--- src/design/fkik_pkg.sv ---
// shared widths, types, register indexes and saturation for the kinematics block
// no dependencies
package fkik_pkg;

  localparam int COORD_W = 24;
  localparam int REG_W   = 23;
  localparam int OUT_W   = 26;

  localparam int CFG_ADDR_W = 2;
  localparam logic [CFG_ADDR_W-1:0] REG_ARM_LENGTH     = 2'd0;
  localparam logic [CFG_ADDR_W-1:0] REG_CARRIAGE_OFFSET = 2'd1;
  localparam logic [CFG_ADDR_W-1:0] REG_NOZZLE_HEIGHT  = 2'd2;
  localparam logic [CFG_ADDR_W-1:0] REG_HALF_TRACK     = 2'd3;

  // magnitude of any coordinate difference
  localparam int MAG_W  = ((COORD_W > REG_W + 1) ? COORD_W : REG_W + 1) + 1;
  localparam int DIFF_W = MAG_W + 1;
  localparam int SQ_W   = 2 * MAG_W;
  localparam int ROOT_W = REG_W;
  localparam int RAD_W  = 2 * ROOT_W;
  localparam int REM_W  = ROOT_W + 3;
  localparam int OFS_W  = REG_W + 2;
  localparam int SUM_W  = ((COORD_W > OFS_W + 1) ? COORD_W : OFS_W + 1) + 1;

  localparam int MUL_CNT_W  = $clog2(MAG_W + 1);
  localparam int ROOT_CNT_W = $clog2(ROOT_W + 2);

  localparam int IN_TDATA_W  = ((3 * COORD_W + 7) / 8) * 8;
  localparam int OUT_TDATA_W = ((4 * OUT_W + 7) / 8) * 8;

  typedef logic signed [COORD_W-1:0] coord_t;
  typedef logic        [REG_W-1:0]   reg_t;
  typedef logic signed [DIFF_W-1:0]  diff_t;
  typedef logic        [MAG_W-1:0]   mag_t;
  typedef logic        [SQ_W-1:0]    sq_t;
  typedef logic        [RAD_W-1:0]   rad_t;
  typedef logic        [ROOT_W:0]    root_t;
  typedef logic        [OFS_W-1:0]   ofs_t;
  typedef logic signed [SUM_W-1:0]   sum_t;
  typedef logic signed [OUT_W-1:0]   pos_t;

  localparam sum_t SUM_HI = sum_t'((64'sd1 <<< (OUT_W - 1)) - 64'sd1);
  localparam sum_t SUM_LO = sum_t'(-(64'sd1 <<< (OUT_W - 1)));

  function automatic pos_t sat_out(input sum_t v);
    pos_t s;
    if (v > SUM_HI) begin
      s = pos_t'(SUM_HI);
    end else if (v < SUM_LO) begin
      s = pos_t'(SUM_LO);
    end else begin
      s = pos_t'(v);
    end
    return s;
  endfunction

endpackage

--- src/design/four_carriage_inverse_kinematics.sv ---
// four-carriage inverse kinematics top level: sequencer, squarers, roots, output register
// depends on fkik_pkg, fkik_sqmul, fkik_sqrt
// a word passes the load, bit-serial squarer, subtract, reach check, bit-serial root, sum and
// position states to the output register; an unreachable target goes from the check to the output
// one word in flight: a new input word is taken only after the last result is registered
// synchronous active-low reset clears the state, config registers, reach flag, held positions and output valid
module four_carriage_inverse_kinematics (
  input  logic                                clk,
  input  logic                                rst_n,
  input  logic                                in_tvalid,
  output logic                                in_tready,
  input  logic [fkik_pkg::IN_TDATA_W-1:0]     in_tdata,   // target_x, target_y, target_z
  output logic                                out_tvalid,
  input  logic                                out_tready,
  output logic [fkik_pkg::OUT_TDATA_W-1:0]    out_tdata,  // carriage_a, _b, _c, _d
  output logic                                out_tuser,  // reachable
  input  logic                                cfg_valid,
  output logic                                cfg_ready,
  input  logic [fkik_pkg::CFG_ADDR_W-1:0]     cfg_addr,
  input  fkik_pkg::reg_t                      cfg_data
);

  localparam logic [2:0] ST_IDLE = 3'd0;
  localparam logic [2:0] ST_LOAD = 3'd1;
  localparam logic [2:0] ST_SQ   = 3'd2;
  localparam logic [2:0] ST_SUB  = 3'd3;
  localparam logic [2:0] ST_CHK  = 3'd4;
  localparam logic [2:0] ST_ROOT = 3'd5;
  localparam logic [2:0] ST_SUM  = 3'd6;
  localparam logic [2:0] ST_POS  = 3'd7;
  localparam logic [3:0] ST_OUT_UNUSED = 4'd0;

  logic [3:0] state_r, state_nxt;
  localparam logic [3:0] S_IDLE = {1'b0, ST_IDLE};
  localparam logic [3:0] S_LOAD = {1'b0, ST_LOAD};
  localparam logic [3:0] S_SQ   = {1'b0, ST_SQ};
  localparam logic [3:0] S_SUB  = {1'b0, ST_SUB};
  localparam logic [3:0] S_CHK  = {1'b0, ST_CHK};
  localparam logic [3:0] S_ROOT = {1'b0, ST_ROOT};
  localparam logic [3:0] S_SUM  = {1'b0, ST_SUM};
  localparam logic [3:0] S_POS  = {1'b0, ST_POS};
  localparam logic [3:0] S_OUT  = ST_OUT_UNUSED | 4'd8;

  fkik_pkg::reg_t arm_r, off_r, nh_r, ht_r;
  fkik_pkg::coord_t tx, ty, tz;
  fkik_pkg::coord_t x_r;
  fkik_pkg::diff_t  dz_r, dy0_r, dy1_r;
  fkik_pkg::diff_t  dz_nxt, dy0_nxt, dy1_nxt;
  logic [fkik_pkg::SQ_W:0] a_r, a_nxt, t0, t1;
  logic reach_r, reach_nxt, ok;
  fkik_pkg::ofs_t d0_r, d1_r;
  fkik_pkg::pos_t pos_r [4];
  fkik_pkg::sum_t sx, sd0, sd1;

  logic out_valid_r, out_valid_nxt;
  logic [fkik_pkg::OUT_TDATA_W-1:0] out_data_r;
  logic out_user_r;

  logic mul_start, root_start;
  logic [3:0] mul_done;
  fkik_pkg::sq_t sq_arm, sq_dz, sq_dy0, sq_dy1;
  logic [1:0] root_done;
  fkik_pkg::root_t root0, root1;
  fkik_pkg::rad_t rad0, rad1;
  logic in_acc, out_free;

  assign in_tready = (state_r == S_IDLE);
  assign in_acc    = in_tvalid && in_tready;
  assign out_free  = !out_valid_r || out_tready;
  assign cfg_ready = 1'b1;

  assign tx = fkik_pkg::coord_t'(in_tdata[fkik_pkg::COORD_W-1:0]);
  assign ty = fkik_pkg::coord_t'(in_tdata[2*fkik_pkg::COORD_W-1:fkik_pkg::COORD_W]);
  assign tz = fkik_pkg::coord_t'(in_tdata[3*fkik_pkg::COORD_W-1:2*fkik_pkg::COORD_W]);

  // signed differences: dz = z - h, dy0 = r - t - y, dy1 = t - y - r
  always_comb begin
    dz_nxt  = fkik_pkg::diff_t'(tz) - fkik_pkg::diff_t'(nh_r);
    dy0_nxt = fkik_pkg::diff_t'(off_r) - fkik_pkg::diff_t'(ht_r) - fkik_pkg::diff_t'(ty);
    dy1_nxt = fkik_pkg::diff_t'(ht_r) - fkik_pkg::diff_t'(ty) - fkik_pkg::diff_t'(off_r);
  end

  assign mul_start = (state_r == S_LOAD);

  fkik_sqmul u_mul_arm (
    .clk(clk), .rst_n(rst_n), .start(mul_start), .operand(fkik_pkg::diff_t'(arm_r)),
    .done(mul_done[0]), .product(sq_arm)
  );
  fkik_sqmul u_mul_dz (
    .clk(clk), .rst_n(rst_n), .start(mul_start), .operand(dz_r),
    .done(mul_done[1]), .product(sq_dz)
  );
  fkik_sqmul u_mul_dy0 (
    .clk(clk), .rst_n(rst_n), .start(mul_start), .operand(dy0_r),
    .done(mul_done[2]), .product(sq_dy0)
  );
  fkik_sqmul u_mul_dy1 (
    .clk(clk), .rst_n(rst_n), .start(mul_start), .operand(dy1_r),
    .done(mul_done[3]), .product(sq_dy1)
  );

  // reach check: borrow bits flag negative radicands
  always_comb begin
    a_nxt = {1'b0, sq_arm} - {1'b0, sq_dz};
    t0    = {1'b0, a_r[fkik_pkg::SQ_W-1:0]} - {1'b0, sq_dy0};
    t1    = {1'b0, a_r[fkik_pkg::SQ_W-1:0]} - {1'b0, sq_dy1};
    ok    = !a_r[fkik_pkg::SQ_W] && !t0[fkik_pkg::SQ_W] && !t1[fkik_pkg::SQ_W];
    rad0  = t0[fkik_pkg::RAD_W-1:0];
    rad1  = t1[fkik_pkg::RAD_W-1:0];
  end

  assign root_start = (state_r == S_CHK) && ok;

  fkik_sqrt u_root0 (
    .clk(clk), .rst_n(rst_n), .start(root_start), .radicand(rad0),
    .done(root_done[0]), .root(root0)
  );
  fkik_sqrt u_root1 (
    .clk(clk), .rst_n(rst_n), .start(root_start), .radicand(rad1),
    .done(root_done[1]), .root(root1)
  );

  always_comb begin
    sx  = fkik_pkg::sum_t'(x_r);
    sd0 = fkik_pkg::sum_t'(d0_r);
    sd1 = fkik_pkg::sum_t'(d1_r);
  end

  always_comb begin
    state_nxt     = state_r;
    reach_nxt     = reach_r;
    out_valid_nxt = out_valid_r && !out_tready;
    case (state_r)
      S_IDLE: begin
        if (in_tvalid) begin
          state_nxt = S_LOAD;
        end
      end
      S_LOAD: begin
        state_nxt = S_SQ;
      end
      S_SQ: begin
        if (&mul_done) begin
          state_nxt = S_SUB;
        end
      end
      S_SUB: begin
        state_nxt = S_CHK;
      end
      S_CHK: begin
        reach_nxt = ok;
        state_nxt = ok ? S_ROOT : S_OUT;
      end
      S_ROOT: begin
        if (&root_done) begin
          state_nxt = S_SUM;
        end
      end
      S_SUM: begin
        state_nxt = S_POS;
      end
      S_POS: begin
        state_nxt = S_OUT;
      end
      S_OUT: begin
        if (out_free) begin
          out_valid_nxt = 1'b1;
          state_nxt     = S_IDLE;
        end
      end
      default: begin
        state_nxt = S_IDLE;
      end
    endcase
  end

  always_ff @(posedge clk) begin
    if (!rst_n) begin
      state_r     <= S_IDLE;
      out_valid_r <= 1'b0;
      reach_r     <= 1'b0;
      arm_r       <= '0;
      off_r       <= '0;
      nh_r        <= '0;
      ht_r        <= '0;
      for (int i = 0; i < 4; i++) begin
        pos_r[i] <= '0;
      end
    end else begin
      state_r     <= state_nxt;
      out_valid_r <= out_valid_nxt;
      reach_r     <= reach_nxt;
      if (cfg_valid) begin
        case (cfg_addr)
          fkik_pkg::REG_ARM_LENGTH:      arm_r <= cfg_data;
          fkik_pkg::REG_CARRIAGE_OFFSET: off_r <= cfg_data;
          fkik_pkg::REG_NOZZLE_HEIGHT:   nh_r  <= cfg_data;
          fkik_pkg::REG_HALF_TRACK:      ht_r  <= cfg_data;
          default: ;
        endcase
      end
      if (state_r == S_POS) begin
        pos_r[0] <= fkik_pkg::sat_out(sx - sd0);
        pos_r[1] <= fkik_pkg::sat_out(sx + sd0);
        pos_r[2] <= fkik_pkg::sat_out(sx + sd1);
        pos_r[3] <= fkik_pkg::sat_out(sx - sd1);
      end
    end
  end

  always_ff @(posedge clk) begin
    if (in_acc) begin
      x_r   <= tx;
      dz_r  <= dz_nxt;
      dy0_r <= dy0_nxt;
      dy1_r <= dy1_nxt;
    end
    if (state_r == S_SUB) begin
      a_r <= a_nxt;
    end
    if (state_r == S_SUM) begin
      d0_r <= fkik_pkg::ofs_t'(off_r) + fkik_pkg::ofs_t'(root0);
      d1_r <= fkik_pkg::ofs_t'(off_r) + fkik_pkg::ofs_t'(root1);
    end
    if ((state_r == S_OUT) && out_free) begin
      out_data_r <= fkik_pkg::OUT_TDATA_W'({pos_r[3], pos_r[2], pos_r[1], pos_r[0]});
      out_user_r <= reach_r;
    end
  end

  assign out_tvalid = out_valid_r;
  assign out_tdata  = out_data_r;
  assign out_tuser  = out_user_r;

endmodule

--- src/design/fkik_sqmul.sv ---
// bit-serial squarer: magnitude of a signed difference, one multiplier bit per cycle
// depends on fkik_pkg
module fkik_sqmul (
  input  logic              clk,
  input  logic              rst_n,
  input  logic              start,
  input  fkik_pkg::diff_t   operand,
  output logic              done,
  output fkik_pkg::sq_t     product
);

  logic [fkik_pkg::MUL_CNT_W-1:0] cnt_r, cnt_nxt;
  fkik_pkg::mag_t mcand_r, mcand_nxt;
  fkik_pkg::mag_t mplier_r, mplier_nxt;
  fkik_pkg::sq_t  acc_r, acc_nxt;
  fkik_pkg::mag_t mag;
  fkik_pkg::diff_t neg;

  always_comb begin
    neg = -operand;
    mag = operand[fkik_pkg::DIFF_W-1] ? fkik_pkg::mag_t'(neg) : fkik_pkg::mag_t'(operand);
  end

  always_comb begin
    cnt_nxt    = cnt_r;
    mcand_nxt  = mcand_r;
    mplier_nxt = mplier_r;
    acc_nxt    = acc_r;
    if (start) begin
      cnt_nxt    = fkik_pkg::MUL_CNT_W'(fkik_pkg::MAG_W);
      mcand_nxt  = mag;
      mplier_nxt = mag;
      acc_nxt    = '0;
    end else if (cnt_r != '0) begin
      cnt_nxt    = cnt_r - fkik_pkg::MUL_CNT_W'(1);
      mplier_nxt = {mplier_r[fkik_pkg::MAG_W-2:0], 1'b0};
      acc_nxt    = {acc_r[fkik_pkg::SQ_W-2:0], 1'b0}
                 + (mplier_r[fkik_pkg::MAG_W-1] ? fkik_pkg::sq_t'(mcand_r) : '0);
    end
  end

  always_ff @(posedge clk) begin
    if (!rst_n) begin
      cnt_r <= '0;
    end else begin
      cnt_r <= cnt_nxt;
    end
  end

  always_ff @(posedge clk) begin
    mcand_r  <= mcand_nxt;
    mplier_r <= mplier_nxt;
    acc_r    <= acc_nxt;
  end

  assign done    = (cnt_r == '0);
  assign product = acc_r;

endmodule

--- src/design/fkik_sqrt.sv ---
// digit-by-digit square root, one result bit per cycle, rounded to nearest
// depends on fkik_pkg
module fkik_sqrt (
  input  logic              clk,
  input  logic              rst_n,
  input  logic              start,
  input  fkik_pkg::rad_t    radicand,
  output logic              done,
  output fkik_pkg::root_t   root
);

  logic [fkik_pkg::ROOT_CNT_W-1:0] cnt_r, cnt_nxt;
  fkik_pkg::rad_t  rad_r, rad_nxt;
  logic [fkik_pkg::REM_W-1:0] rem_r, rem_nxt;
  logic [fkik_pkg::REM_W-1:0] rem_sh, trial;
  logic [fkik_pkg::ROOT_W-1:0] q_r, q_nxt;
  fkik_pkg::root_t root_r, root_nxt;
  logic ge;

  always_comb begin
    rem_sh = {rem_r[fkik_pkg::REM_W-3:0], rad_r[fkik_pkg::RAD_W-1 -: 2]};
    trial  = fkik_pkg::REM_W'({q_r, 2'b01});
    ge     = (rem_sh >= trial);
  end

  always_comb begin
    cnt_nxt  = cnt_r;
    rad_nxt  = rad_r;
    rem_nxt  = rem_r;
    q_nxt    = q_r;
    root_nxt = root_r;
    if (start) begin
      cnt_nxt = fkik_pkg::ROOT_CNT_W'(fkik_pkg::ROOT_W + 1);
      rad_nxt = radicand;
      rem_nxt = '0;
      q_nxt   = '0;
    end else if (cnt_r == fkik_pkg::ROOT_CNT_W'(1)) begin
      // round up when the remainder exceeds the floor root
      cnt_nxt  = '0;
      root_nxt = fkik_pkg::root_t'(q_r)
               + fkik_pkg::root_t'(rem_r > fkik_pkg::REM_W'(q_r));
    end else if (cnt_r != '0) begin
      cnt_nxt = cnt_r - fkik_pkg::ROOT_CNT_W'(1);
      rad_nxt = {rad_r[fkik_pkg::RAD_W-3:0], 2'b00};
      rem_nxt = ge ? rem_sh - trial : rem_sh;
      q_nxt   = {q_r[fkik_pkg::ROOT_W-2:0], ge};
    end
  end

  always_ff @(posedge clk) begin
    if (!rst_n) begin
      cnt_r <= '0;
    end else begin
      cnt_r <= cnt_nxt;
    end
  end

  always_ff @(posedge clk) begin
    rad_r  <= rad_nxt;
    rem_r  <= rem_nxt;
    q_r    <= q_nxt;
    root_r <= root_nxt;
  end

  assign done = (cnt_r == '0);
  assign root = root_r;

endmodule

--- config.mk ---
export PLATFORM = sky130hd
export DESIGN_NAME = four_carriage_inverse_kinematics
export DESIGN_NICKNAME = d
export VERILOG_FILES = /design/src/design/fkik_pkg.sv /design/src/design/four_carriage_inverse_kinematics.sv /design/src/design/fkik_sqmul.sv /design/src/design/fkik_sqrt.sv
export SDC_FILE = /design/constraint.sdc
export NUM_CORES = 2
export LEC_CHECK = 0
export ABC_AREA = 1
export BUFFER_PORTS_ARGS = -buffer_cell sky130_fd_sc_hd__buf_2
export CORE_UTILIZATION = 55
export DETAILED_ROUTE_END_ITERATION = 8
export GPL_TIMING_DRIVEN = 0
export PLACE_DENSITY = 0.8
export SETUP_SLACK_MARGIN = 0.05
export SYNTH_ARGS = -nofsm -noshare
export SYNTH_HDL_FRONTEND = slang
export SYNTH_SLANG_ARGS = --single-unit
--- constraint.sdc ---
create_clock -name clk -period 13 [get_ports clk]
set_input_delay 0.65 -clock clk [delete_from_list [all_inputs] [get_ports clk]]
set_output_delay 0.65 -clock clk [all_outputs]
set_load 0.02 [all_outputs]
==> results by group <==
Outcome
  – Status: complete, no violations

STA
  – Period minus WS final: about 4.7 ns
  – Achievable Freq: between 0.2 and 0.25 GHz
  – Clock skew: about 0.038 ns
  – Max-slew violations: 0
  – Final worst path period share: between 30% and 40%
  – RSZ-0062 raised after global routing: false
  – Least-Margin Pin Slew: between 1 and 1.5 ns
  – Final setup viols: 0
  – Final hold violation count: 0
  – Slew margin rel.: 9.32%
  – TNS Setup: 0 ns

Clocking
  – Htree depth: 4
  – CTS tree: yes
  – Worst skew pair latency: ~0.80 ns
  – Clock-pin slew on the worst setup and hold paths: 0.08 ns
  – Clk buf depth: 3
  – Clock sink count: ~1,200
  – Setup Buffers After CTS: 0
  – Clock root cell: clkbuf_16
  – CTS Buf Count: about 140

Detailed routing
  – Routed len/inst: between 20 and 25 um
  – Final wirelength: 289,000 um
  – Number of iterations in the first detailed-routing pass: 6
  – Vias per Instance: around 5.8
  – Antenna Nets Post-Route: 0
  – DRC: 0
  – 1st-iter DRT viols: between 7,000 and 8,000
  – DR vias: about 77,000

Worst setup path
  – CP Launch Point: off_r[0]
  – R2r startpoint: off_r[0]
  – Critical Path AT: 5.28 ns
  – CP Max Fanout: 4
  – Reg2reg setup slack: between 8 and 9 ns
  – Worst Setup Start Kind: flop
  – Critical path type: flop to flop
  – Setup crit end kind: flop
  – WP data required: between 10 and 15 ns

Yosys
  – Mapped Avg Cell Area: between 7 and 8 sq um
  – Post-synthesis async set-or-reset flop share: 0%
  – Yosys warning count: 0
  – Synth Register Bits: 1,174
  – Register area share after synthesis: a little under two fifths
  – Netlist cell types: slightly above 60
  – Synthesized cell area: 81,500 sq um
  – Syn nets: between 10,000 and 15,000
  – Mapped Cells: 10,900
  – Post-synth EDFFs: 746
  – Primary FF master, synth: edfxtp_1

Final layout
  – Design Area, Final: 90,000 sq um
  – Share of post-route cells with drive strength above 1: a little over 6%
  – Nets: 12,000
  – Area grow syn2layout: 10.4%

Global routing
  – Total grt overflow: 0
  – Total track usage: approximately 38%
  – Initial antenna violation count: 11
  – Largest net degree at the start of global routing: 66
  – First-pass GRT wire length: about 430,000 um
  – Vias in the first global route: ~73,000

Placement
  – Post-DP HPWL: around 240,000 um
  – PortBufs: ~210
  – RD Place Congestion: 1.07
  – Post-placement cell area: about 85,000 sq um

Floorplan
  – Die area: between 100,000 and 150,000 sq um
  – Total I/O pin count: 210
  – Initial core utilization: between 50% and 60%
  – DIE HEIGHT: between 300 and 400 um
  – Core area: 146,000 sq um
  – Num rows: 140
  – Die span in x: between 300 and 400 um

Power and ir drop
  – Peak supply drop: 0.174 mV
  – Power per Cell Area: 280 nW/um^2
  – Leak Pwr: between 0.04 and 0.05 uW

Worst hold path
  – HP Start: in_tdata[16]
  – Worst Hold Class: input port to flop

Job
  – Max-cap violations: 0
logic make-up after synthesis:
| group | share of synthesized area (%) |
|---|---|
| DFF | 38.0 |
| buffers and inverters | 8.91 |
| adders and majority gates | 9.56 |
| xor gates and xnor gates | 5.51 |
| other | 0.00460 |
| and+or+nand+nor | 24.1 |
| AOI/OAI and AO/OA | 13.9 |
synthesized netlist by cell type (49+ instances only):
cell type	count	area share [%]
a21o_1	84	0.77
a21oi_1	803	4.9
a31oi_1	49	0.38
buf_2	56	0.34
clkbuf_1	148	0.68
dfxtp_1	428	11
edfxtp_1	746	27
ha_1	561	8.6
inv_1	1567	7.2
nand2_1	2647	12
nand3_1	653	4.0
nand4_1	127	0.97
nor2_1	981	4.5
nor3_1	173	1.1
o211ai_1	78	0.72
o21ai_0	607	3.7
o21ai_1	118	0.72
o21bai_1	115	1.1
xnor2_1	143	1.5
xor2_1	370	4.0
worst max-delay path: stages (launching register included):
cell and delay [ns]:
dfxtp_1 0.77, inv_1 0.21, ha_1 0.27, inv_1 0.09, fa_1 0.21, nand3_1 0.08
nand2_1 0.16, a21oi_1 0.12, nor2_1 0.10, nor2_1 0.07, o21ai_0 0.30, a21oi_1 0.14
xnor2_1 0.18, ha_1 0.38, nand2_1 0.09, nor2_1 0.15, nor3b_1 0.33, nand4_1 0.15
nand3_1 0.18, nand3_1 0.09, nand2_1 0.13, nand4_1 0.11, nand3_1 0.09, nand2_1 0.06
stage by stage:
stage / hold slack, ns / instances / power [uW] / utilization [%] / worst slack (ns)
floorplan: 0.400 / 10900 / 16300 / - / 6.62
global placement: 0.400 / 13000 / 20600 / 58.0 / 4.15
detailed placement: 0.405 / 13000 / 20800 / 58.3 / 7.97
CTS: 0.00548 / 13300 / 24900 / 61.5 / 7.95
global route: 0.0204 / 13300 / 26900 / 61.5 / 7.83
finish: 0.0396 / 13300 / 25200 / 61.5 / 8.28
final cells by class:
class                   count  area [sq um]
diodes                      6          15.0
plain buffers             253          1240
clock buffers             176          3780
clock inverters            71           916
fillers                 13300         56400
inverters                1607          6030
multi-input cells        7868         43400
flip-flops and latches   1174         31000
well taps                1917          2400
repair buffers            224          1320
worst paths after layout:
check	cells after the start	endpoint
setup / recovery	23	dy0_r[23]
hold / removal	1	x_r[16]
setup reg to reg	23	dy0_r[23]
hold reg to reg	0	out_tdata[33]
where the power goes:
group | internal [uW] | switching [uW]
logic | 4500 | 9910
clock network | 2360 | 1690
registers | 5740 | 1030
cell usage in the layout, fill, tap and decap left out, drive strengths merged, types with 6 or more instances in the layout:
master    Yosys  routed
a21o         84      84
nand4       130     130
clkbuf      148     324
and3         10      10
nor3        180     180
a211oi       12      12
xor2        370     370
nand2      2666    2666
nor2        997     997
diode         0       6
nor4         49      49
a31oi        49      49
inv        1602    1615
buf         105     328
o21ai       738     738
ha          561     561
clkinvlp      0      11
a21boi       37      37
dfxtp       428     428
nand3b       12      12
fa           39      39
xnor2       143     143
edfxtp      746     746
o211ai       78      78
clkinv        5      38
o21bai      115     115
bufinv        0      14
o21a         35      35
a21oi       836     836
o31ai         8       8
nand3       663     663
or2          18      18
o221ai       10      10
what timing repair did:
action,CTS,global route
endpoints found under the setup margin,0,0
hold endpoints to repair,1,0
hold buffers,1,0
gates resized for setup,0,0
sequential cells by signal, indices dropped and copies added (netlist names), 26 cells and up:
register / count
out_tdata: 104
pos_r: 104
a_r: 51
u_mul_arm.product: 50
u_mul_dy0.product: 50
u_mul_dy1.product: 50
u_mul_dz.product: 50
u_root0.rad_r: 46
u_root1.rad_r: 46
dy1_r: 26
u_root0.rem_r: 26
u_root1.rem_r: 26
per-layer routing:
layer / routed length, um / share of wire, % / up-vias / GRT usage (%)
met2: 131000 / 45 / 3514 / 61.4
met4: 19700 / 6.8 / 4 / 22.5
met5: 29 / 0.010 / - / 0
met1: 116000 / 40 / 35500 / 46.8
li1: - / - / 36700 / -
met3: 23200 / 8.0 / 781 / 6.42
No activity file was read; power rests on OpenSTA's default activity.
